**src/ghash_pkg.sv**
```systemverilog
// Shared types and constants for the GHASH accumulator.
package ghash_pkg;

  // Configuration register indexes
  localparam int unsigned CFG_IDX_W = 1;
  localparam logic [CFG_IDX_W-1:0] REG_SUBKEY_HIGH = 1'd0;
  localparam logic [CFG_IDX_W-1:0] REG_SUBKEY_LOW  = 1'd1;

  // Input opcodes (code 3 means nothing and is dropped)
  localparam logic [1:0] OP_AAD   = 2'd0;
  localparam logic [1:0] OP_TEXT  = 2'd1;
  localparam logic [1:0] OP_FINAL = 2'd2;

  localparam int unsigned BLK_BYTES = 16;
  localparam int unsigned TOTAL_W   = 61;

  typedef struct packed {
    logic [1:0]  opcode;
    logic [63:0] block_high;
    logic [63:0] block_low;
    logic [4:0]  valid_bytes;
  } in_item_t;

  typedef struct packed {
    logic [63:0] hash_high;
    logic [63:0] hash_low;
  } out_item_t;

  // Item held in the input register, already padded
  typedef struct packed {
    logic         fin;
    logic         is_aad;
    logic [127:0] data;
    logic [4:0]   nbytes;
  } stage_item_t;

  // Status from the core toward the top level
  typedef struct packed {
    logic         res_valid;
    logic [127:0] res_hash;
  } core_res_t;

endpackage

```
**src/ghash_in_stage.sv**
```systemverilog
// Input register: takes a transaction, zero-pads the block, drops no-op items.
module ghash_in_stage (
  input  logic                   clk,
  input  logic                   rst_n,
  input  logic                   in_valid,
  output logic                   in_ready,
  input  ghash_pkg::in_item_t    in_data,
  input  logic                   adv,
  output logic                   s1_valid,
  output ghash_pkg::stage_item_t s1_item
);
  import ghash_pkg::*;

  logic        s1_valid_r;
  logic        s1_valid_nxt;
  stage_item_t s1_item_r;
  stage_item_t s1_item_nxt;
  logic        accept;
  logic        keep;
  logic [4:0]  n_clamp;
  logic [127:0] mask;

  assign in_ready = !s1_valid_r || adv;
  assign accept   = in_valid && in_ready;

  // Clamp count and build leading-byte mask
  always_comb begin
    n_clamp = (in_data.valid_bytes > 5'(BLK_BYTES)) ? 5'(BLK_BYTES) : in_data.valid_bytes;
    for (int b = 0; b < BLK_BYTES; b++) begin
      mask[127-8*b -: 8] = (5'(b) < n_clamp) ? 8'hFF : 8'h00;
    end
  end

  // Finalize always kept; data needs a nonzero count; code 3 dropped
  always_comb begin
    case (in_data.opcode) inside
      OP_FINAL:        keep = 1'b1;
      OP_AAD, OP_TEXT: keep = (in_data.valid_bytes != 5'd0);
      default:         keep = 1'b0;
    endcase
  end

  always_comb begin
    s1_item_nxt.fin    = (in_data.opcode == OP_FINAL);
    s1_item_nxt.is_aad = (in_data.opcode == OP_AAD);
    s1_item_nxt.data   = {in_data.block_high, in_data.block_low} & mask;
    s1_item_nxt.nbytes = n_clamp;
    if (accept) begin
      s1_valid_nxt = keep;
    end else if (adv) begin
      s1_valid_nxt = 1'b0;
    end else begin
      s1_valid_nxt = s1_valid_r;
    end
  end

  always_ff @(posedge clk) begin
    if (!rst_n) begin
      s1_valid_r <= 1'b0;
    end else begin
      s1_valid_r <= s1_valid_nxt;
    end
  end

  // payload register, no reset
  always_ff @(posedge clk) begin
    if (accept) begin
      s1_item_r <= s1_item_nxt;
    end
  end

  assign s1_valid = s1_valid_r;
  assign s1_item  = s1_item_r;

endmodule

```
**config.mk**
```make
export PLATFORM = sky130hd
export DESIGN_NAME = ghash_in_stage
export DESIGN_NICKNAME = d
export VERILOG_FILES = /design/src/ghash_pkg.sv /design/src/ghash_in_stage.sv
export SDC_FILE = /design/constraint.sdc
export NUM_CORES = 1
export LEC_CHECK = 0
export BUFFER_PORTS_ARGS = -buffer_cell sky130_fd_sc_hd__buf_2
export CAP_MARGIN = 20
export CORE_MARGIN = 8
export CORE_UTILIZATION = 35
export CTS_BUF_LIST = sky130_fd_sc_hd__clkbuf_8 sky130_fd_sc_hd__clkbuf_16
export CTS_CLUSTER_SIZE = 28
export DETAILED_ROUTE_END_ITERATION = 16
export HOLD_SLACK_MARGIN = 0.06
export SLEW_MARGIN = 40
export SYNTH_ARGS = -nofsm -noshare
export SYNTH_HDL_FRONTEND = slang
export SYNTH_SLANG_ARGS = --single-unit
```
**constraint.sdc**
```tcl
create_clock -name clk -period 13.3 [get_ports clk]
set_input_delay 2.66 -clock clk [delete_from_list [all_inputs] [get_ports clk]]
set_output_delay 2.66 -clock clk [all_outputs]
set_load 0.03 [all_outputs]
```
* Word-level counts from Yosys, hierarchy flattened *
Cells that the tools add are included.

storage, ports and cells
  word-level logic and storage cells = 53
  memory bits (read-only) = 0
  bits of input ports = 139
  register bits = 136
  output and inout port bits = 137
  memories = 0
  memory bits (writable) = 0
  bits in latches = 0

operators by class
  reduce and logical (&&, ||, !) cells = 7
  eq/ne operators = 2
  mux-type cells = 21
  add/sub/neg operators = 0
  bitwise logic cells = 1
  $lt $le $gt $ge = 17
  shift-type cells = 0
  $mul = 0
  divide/modulo/power cells = 0

operators by type and width
  kind                count
  $and 128x128->128   1
  $mux 8              16
  $lt 4x5->1 const A  8
  $lt 3x5->1 const A  4
  $lt 1x5->1 const A  2
  $lt 2x5->1 const A  2
  $gt 5x5->1 const B  1
  $mux 5              1
  $reduce_bool 5->1   1
  $mux 1              4
  $eq 2x1->1 const B  1
  $eq 2x2->1 const B  1
  $logic_not 2->1     1
  $reduce_bool 2->1   1
  $reduce_or 2->1     1
  $logic_and 1x1->1   1
  $logic_not 1->1     1
  $logic_or 1x1->1    1

* Logic depth before layout (Yosys ltp) *
Gate-level depths: netlist of the first run.

  word-level depth = 5
  mapped depth = 4
  mapped depth without buffers = 3

* Worst setup path after synthesis of the first run *
OpenSTA, ideal clock, no wires.

  kind = input -> register
  start point = in adv
  end point = reg s1_item_r, in the netlist s1_item[0] (enable)
  slack = 6.652 ns
  arrival time = 6.138 ns
  stages on the path = 2
  cell sequence = nand2b_1 and2_1

on the way
  longest elaborated chain between the ends = 2

ends and longest elaborated chain
  item                    line                  text
  start: declaration      ghash_in_stage.sv:8   input logic adv,
  $logic_or 1x1->1        ghash_in_stage.sv:23  assign in_ready = !s1_valid_r || adv;
  $logic_and 1x1->1       ghash_in_stage.sv:24  assign accept = in_valid && in_ready;
  named net accept        ghash_in_stage.sv:18  logic accept;
  end signal: assignment  ghash_in_stage.sv:68  s1_item_r <= s1_item_nxt;
  end: declaration        ghash_in_stage.sv:16  stage_item_t s1_item_r;

The timed path passes the listed nets, and every way through them passes these cells.
A chain may end at the register's enable or synchronous reset.

* Worst setup path after layout of the first run *
  start point = in adv
  end point = out in_ready

on the way
  longest elaborated chain between the ends = 1

ends and longest elaborated chain
  item              line                  text
  $logic_or 1x1->1  ghash_in_stage.sv:23
  end: declaration  ghash_in_stage.sv:6   output logic in_ready,

Every way passes these cells.

==> impl_metrics.toml, run 1 <==
[job]
max-cap-violations = 0

[place]
dpl.cell_count = 756
gp_congestion = 0.740
place_ws_ns = 7.54
dp_hpwl_mm = 10.6
port_buffers = 275

[floorplanning]
die_h_um = 138
io_pins = 276
row_count = 44
initial_core_util_pct = 35.8
core_um2 = 14500
fp.dieW_um = 138
dieArea_um2 = 18900

[worst_setup_path]
cpPeakStageDelay_ns = 0.19
critPathArrivalTime_ns = 3.10
slowest_stage = "buf_2"
path_max_fanout = 3
crit_type = "in -> out"
path_delay_family = "buffers and inverters"
crit_buf_inv = 2
crit_path_end_kind = "primary output"
crit_path_frequent_cell = "buf_2"
start_kind = "input pin"
path_cells = "buf_2, nand2b_1, buf_2"
critPathRequiredTime_ns = 10.64

[drt]
route.vias.total = 3459
wl_per_cell_um = 17.7
drc = 0
drtIter0Drc = 118
drt-total-wl_mm = 14.0
drt-pass1-iter-count = 4
via_per_inst = 4.39
ant_nets = 0

[grt]
overflow = 0
grt_max_degree = 82
grt_pass1_wl_mm = 19.9
grt_pass1_vias = 3581
grt.total_usage_pct = 14.4
antenna_found_initial = 0

[clocking]
postCtsHoldBufs = 0
cts.path.max_buffers = 2
clkSinkCount = 136
cts-htree-levels = 4
cts_tree = "done"
root_buffer = "clkbuf_16"
cts_buffers = 17
clk_latency_ns = 0.41
ctsResizeCount = 0
clkTransAtPathRegs_ns = 0.05
postCtsSetupRepairBufs = 0

[timing]
fmax_mhz = 174
setup_tns_ns = 0
finClkSkew_ns = 0.00610
min_period_ns = 5.76
rsz0062_at_grt = "no"
worstMarginPinSlew_ns = 0.733
final-max-slew-violation-count = 0
slew_headroom_pct = 51.1
timing.final.ws_setup_ns = 7.54
final-setup-viol-count = 0
hold_viol_final = 0
period_share_pct = 43.3

[synthesis]
yosys_warnings = 0
synth_nets = 442
synth-seq-area-share_pct = 78.7
yosysTopAreaCellShare_pct = 78.3
ys_types = 31
synthesis.area_um2 = 5180
syn_inst = 303
synthTopCellsByArea = "edfxtp_1 (78%), nor2b_1 (13%), and2_1 (2.1%)"
ys_ff_latch = 136
synth.avg_cell_area_um2 = 17.1
synth_top_area_cell = "edfxtp_1"

[final_layout]
finalNonFillerCells = 788
utilization_pct = 51.0
drive_gt1_share_pct = 52.0
n_antenna_cell = 0
layout.nets = 730
layout_commonest_cell = "buf_2"
syn2layout_area_growth_pct = 42.8
mostFrequentLayoutCells = "buf_2 (275), edfxtp_1 (135), nor2b_1 (109)"

[power_and_ir_drop]
vdd_drop_max_uv = 66.6
p_leak_uw = 0.00318
p_per_area_nw_per_um2 = 158

[run_status]
status = "completed"

[hold_path]
holdCritPathClass = "reg -> reg"
## worst min-delay path: stages, from the launching register on
cell and delay [ns]:
dfxtp_1 0.31, nand2b_1 0.10, a21boi_1 0.07
## worst paths after layout
kind                               start           end  slack, ns  cells after the start
worst max register to register  s1_valid  s1_item[127]      11.15                      3
worst min-delay path            s1_valid      s1_valid       0.53                      2
worst max-delay path                 adv      in_ready       7.54                      3
worst min register to register  s1_valid      s1_valid       0.53                      2
## metrics by stage
stage / hold WS, ns / area [um^2] / total power (uW)
final: 0.534 / 7390 / 1170
after global routing: 0.564 / 7390 / 1210
after CTS: 0.532 / 7390 / 1180
after detailed placement: 0.525 / 6760 / 675
after global placement: 0.509 / 6750 / 673
after floorplan: 0.855 / 5180 / 619
## area by class of cell
cell class	count	area (um^2)
fillers	1284	7090
flip-flops and latches	136	4070
repair buffers	276	1390
multi-input cells	159	1060
clock buffers	17	425
well taps	184	230
clock inverters	15	208
inverters	1	3.75
## logic make-up after synthesis
group / after synthesis / share of synthesized area [%]
flip-flops: 136 / 78.7
AND/OR/NAND/NOR: 145 / 18.0
buffers and inverters: 8 / 0.846
AO/OA/AOI/OAI: 14 / 2.44
## cells in the mapped netlist
cell and instances:
or3_1 1, nand2_1 1, nand2b_1 1, dfxtp_1 1, edfxtp_1 135, nor2_1 4, nor2b_1 109, nor4_4 1
o21ai_0 1, a21boi_2 1, or2_2 1, a21oi_2 2, a21oi_1 1, a21boi_1 1, inv_1 1, and2b_2 1
buf_2 2, nor3_4 1, a41oi_1 1, buf_6 1, buf_4 1, a31oi_1 1, and2_1 17, a311oi_2 1
a211oi_2 1, and2b_1 8, clkbuf_1 3, o21a_1 1, a221o_1 1, a21o_1 1, a31oi_2 1
## registers in the layout, indices dropped and copies added, names as in the netlist
register and count:
s1_item 135, s1_valid 1
## metal layers
| metal | global-route usage, % | wire (um) | up-vias |
|---|---|---|---|
| met2 | 23.5 | 6850 | 169 |
| met5 | 0 | 0 | - |
| met4 | 4.77 | 187 | 0 |
| met1 | 15.7 | 5200 | 1615 |
| li1 | - | - | 1660 |
| met3 | 7.59 | 1710 | 15 |
## power breakdown
part / switching [uW] / total [uW] / internal (uW)
logic: 102 / 149 / 46.8
registers: 7.00 / 515 / 508
clock network: 171 / 502 / 330
total: 281 / 1170 / 885
No activity file was read; power rests on OpenSTA's default activity.
==> run 2: changes to the inputs <==
Settings changed: PLACE_DENSITY set to 0.67.
Clock period 13.3 ns to 4.9 ns, I/O delays scaled along.
==> impl_metrics.toml, run 2 (synthesized netlist as in run 1, its figures left out) <==
[run_status]
status = "completed"

[floorplanning]
core_um2 = 14500
fp.dieW_um = 138
initial_core_util_pct = 35.8
row_count = 44
io_pins = 276
dieArea_um2 = 18900
die_h_um = 138

[final_layout]
layout.nets = 731
finalNonFillerCells = 789
drive_gt1_share_pct = 52.2
final_cell_area_um2 = 7400
layout_commonest_cell = "buf_2"
seq_area_um2 = 4070
largest_reg_flops = 135
multiInputGateArea_um2 = 1060
n_antenna_cell = 0
fillers = 1277
syn2layout_area_growth_pct = 42.9
mostFrequentLayoutCells = "buf_2 (275), edfxtp_1 (135), nor2b_1 (109)"
utilization_pct = 51.1

[drt]
drc = 0
ant_nets = 0
wl_per_cell_um = 18.1
drt-pass1-iter-count = 4
drtIter0Drc = 183
via_per_inst = 4.52
route.vias.total = 3567
drt-total-wl_mm = 14.3

[worst_setup_path]
path_max_fanout = 3
crit_path_end_kind = "primary output"
ff2ff_path_depth = 4
r2r-end = "s1_item[78]"
reg2reg_slack_ns = 3.03
crit_type = "in -> out"
critPathArrivalTime_ns = 1.43
start_kind = "input pin"
r2r_start = "s1_valid"
critPathRequiredTime_ns = 3.92

[power_and_ir_drop]
switching_share_pct = 24.7
p_per_area_nw_per_um2 = 422
vdd_drop_max_uv = 213
clkPwrFrac_pct = 42.0
seqPwrFrac_pct = 44.9
power_switching_uw = 770
internal-power_uw = 2350
power_frac_comb_pct = 13.1
p_leak_uw = 0.00318

[place]
gp_congestion = 0.784
dpl.cell_count = 756
placed_cell_area_um2 = 6770
port_buffers = 275
place_ws_ns = 2.15
dp_hpwl_mm = 10.7

[timing]
finClkSkew_ns = 0.00413
min_period_ns = 2.41
final-max-slew-violation-count = 0
period_share_pct = 49.2
fmax_mhz = 415
slew_headroom_pct = 56.7
hold_viol_final = 0
timing.final.ws_setup_ns = 2.49
worstMarginPinSlew_ns = 0.641
final-setup-viol-count = 0
setup_tns_ns = 0
rsz0062_at_grt = "no"

[clocking]
postCtsHoldBufs = 0
ctsResizeCount = 0
root_buffer = "clkbuf_16"
cts_buffers = 17
clk_latency_ns = 0.41
postCtsSetupRepairBufs = 0
cts_tree = "done"
clkSinkCount = 136
cts.path.max_buffers = 2
clkTransAtPathRegs_ns = 0.06
cts-htree-levels = 4

[hold_path]
holdCritPathClass = "reg -> reg"
min_to = "s1_valid"
worstHoldPathCells = 2
holdCritStartpoint = "s1_valid"

[grt]
antenna_found_initial = 0
overflow = 0
grt_max_degree = 76
grt_pass1_vias = 3765
grt.total_usage_pct = 14.5
grt_pass1_wl_mm = 20.5

[job]
max-cap-violations = 0
run 2: area by class of cell:
type | count | area share (%)
well taps | 184 | 3.11
inverters | 1 | 0.0508
repair buffers | 277 | 19.2
clock inverters | 15 | 2.50
multi-input cells | 159 | 14.3
clock buffers | 17 | 5.75
flip-flops and latches | 136 | 55.1
run 2: worst max-delay path, stage by stage:
cell and delay (ns):
buf_2 0.09, nand2b_1 0.16, buf_2 0.19
run 2: metrics by stage:
step | total power (uW) | hold slack [ns]
finish | 3120 | 0.549
global route | 3240 | 0.602
CTS | 3160 | 0.544
detailed placement | 1840 | 0.536
global placement | 1830 | 0.506
floorplan | 1680 | 0.855
run 2: how the worst max path moves through the flow:
stage,cells after the start,start,slack (ns),end
floorplan,2,adv,1.42,s1_item[0]
global placement,4,adv,2.23,s1_item[77]
detailed placement,4,adv,2.15,s1_item[77]
CTS,3,adv,2.49,in_ready
global route,3,adv,2.46,in_ready
finish,3,adv,2.49,in_ready
run 2: metal layers:
| metal | global-route usage (%) | routed length, um | up-vias |
|---|---|---|---|
| li1 | - | - | 1657 |
| met1 | 15.2 | 5210 | 1702 |
| met2 | 24.6 | 7200 | 186 |
| met3 | 6.49 | 1590 | 22 |
| met4 | 6.40 | 274 | 0 |
| met5 | 0 | 0 | - |
run 2: power by group through the flow:
| stage | sequential, uW | combinational, uW | clock, uW |
|---|---|---|---|
| finish | 1400 | 409 | 1310 |
| global route | 1410 | 435 | 1400 |
| CTS | 1400 | 412 | 1340 |
| detailed placement | 1430 | 412 | 0 |
| global placement | 1420 | 405 | 0 |
| floorplan | 1590 | 87.7 | 0 |
==> run 3: changes to the inputs <==
Clock period 4.9 ns to 2 ns, I/O delays scaled along.
==> impl_metrics.toml, run 3 (synthesized netlist as in run 1, its figures left out) <==
[grt]
grt_pass1_wl_mm = 20.7
antenna_found_initial = 2
overflow = 0
grt_pass1_vias = 3785
grt_max_degree = 92
grt.total_usage_pct = 14.7

[clocking]
postCtsSetupRepairBufs = 0
clkSinkCount = 136
cts_tree = "done"
clk_latency_ns = 0.41
cts.path.max_buffers = 2
cts-htree-levels = 4
ctsResizeCount = 0
cts_buffers = 17
clkTransAtPathRegs_ns = 0.05
root_buffer = "clkbuf_16"
postCtsHoldBufs = 0

[worst_setup_path]
r2r_start = "s1_valid"
path_max_fanout = 91
slowest_stage = "buf_12"
crit_buf_inv = 1
start_kind = "register"
ff2ff_path_depth = 3
r2r-end = "s1_item[21]"
crit_path_end_kind = "register"
reg2reg_slack_ns = 0.60
cpPeakStageDelay_ns = 0.35
path_cells = "nand2b_4, and2_4, buf_12"
critPathRequiredTime_ns = 2.04
path_delay_family = "buffers and inverters"
critPathArrivalTime_ns = 1.44
crit_type = "reg -> reg"

[final_layout]
largest_reg_flops = 135
layout_commonest_cell = "buf_2"
layout.nets = 741
mostFrequentLayoutCells = "buf_2 (275), edfxtp_1 (135), nor2b_1 (109)"
drive_gt1_share_pct = 53.1
finalNonFillerCells = 800
fillers = 1290
syn2layout_area_growth_pct = 42.9
utilization_pct = 51.1

[drt]
drt-pass1-iter-count = 4
route.vias.total = 3501
drtIter0Drc = 102
drt-total-wl_mm = 14.2
ant_nets = 0
via_per_inst = 4.38
drc = 0
wl_per_cell_um = 17.7

[timing]
hold_viol_final = 0
finClkSkew_ns = 0.00698
timing.final.ws_setup_ns = 0.598
final-max-slew-violation-count = 0
setup_tns_ns = 0
worstMarginPinSlew_ns = 0.568
period_share_pct = 70.1
min_period_ns = 1.40
fmax_mhz = 713
rsz0062_at_grt = "no"
final-setup-viol-count = 0
slew_headroom_pct = 62.2

[floorplanning]
core_um2 = 14500
row_count = 44
dieArea_um2 = 18900
initial_core_util_pct = 35.8
die_h_um = 138
io_pins = 276
fp.dieW_um = 138

[run_status]
status = "completed"

[hold_path]
min_to = "s1_valid"
worstHoldPathCells = 2
holdCritPathClass = "in -> reg"
holdCritStartpoint = "rst_n"

[power_and_ir_drop]
finalPower_uw = 7200
p_per_area_nw_per_um2 = 974
vdd_drop_max_uv = 505
p_leak_uw = 0.00321

[place]
dp_hpwl_mm = 11.1
gp_congestion = 0.761
place_ws_ns = 0.272
dpl.cell_count = 767
port_buffers = 275

[job]
max-cap-violations = 0
-- run 3: final cells by class --
type | count | area (um^2) | area share, %
sequential | 136 | 4080 | 55.1
timing repair buffer | 287 | 1490 | 20.2
multi-input combinational | 159 | 1070 | 14.5
clock buffer | 17 | 425 | 5.75
tap | 184 | 230 | 3.11
clock inverter | 14 | 95.1 | 1.29
antenna | 2 | 5.00 | 0.0677
inverter | 1 | 3.75 | 0.0508
-- run 3: power by group --
group	switching (uW)	internal (uW)	leakage, uW
combinational	686	333	0.00159
clock	1090	1660	0.000270
sequential	47.7	3380	0.00135
-- run 3: worst max path at each step --
stage	start	slack, ns	to	cells after the start
after floorplan	adv	-0.001	s1_item[0]	2
after global placement	in_data[2]	0.31	s1_item[66]	4
after detailed placement	in_data[1]	0.27	s1_item[33]	4
after CTS	s1_item[39]	0.55	s1_item[39]	1
after global routing	s1_item[1]	0.55	s1_item[1]	1
final	s1_valid	0.60	s1_item[21]	3
-- run 3: layer usage --
| metal | global-route usage [%] | part of all wire, % | up-vias | wire length (um) |
|---|---|---|---|---|
| met5 | 0 | 0 | - | 0 |
| met4 | 4.95 | 1.2 | 0 | 176 |
| met3 | 7.40 | 11 | 15 | 1600 |
| met2 | 24.7 | 50 | 170 | 7140 |
| met1 | 15.6 | 37 | 1634 | 5260 |
| li1 | - | - | 1682 | - |
-- run 3: through the flow --
stage / hold WS, ns / instance area [um^2]
3_5_place_dp: 0.488 / 6870
2_1_floorplan: 0.551 / 5190
5_1_grt: 0.225 / 7390
6_report: 0.245 / 7390
4_1_cts: 0.222 / 7390
3_3_place_gp: 0.479 / 6870
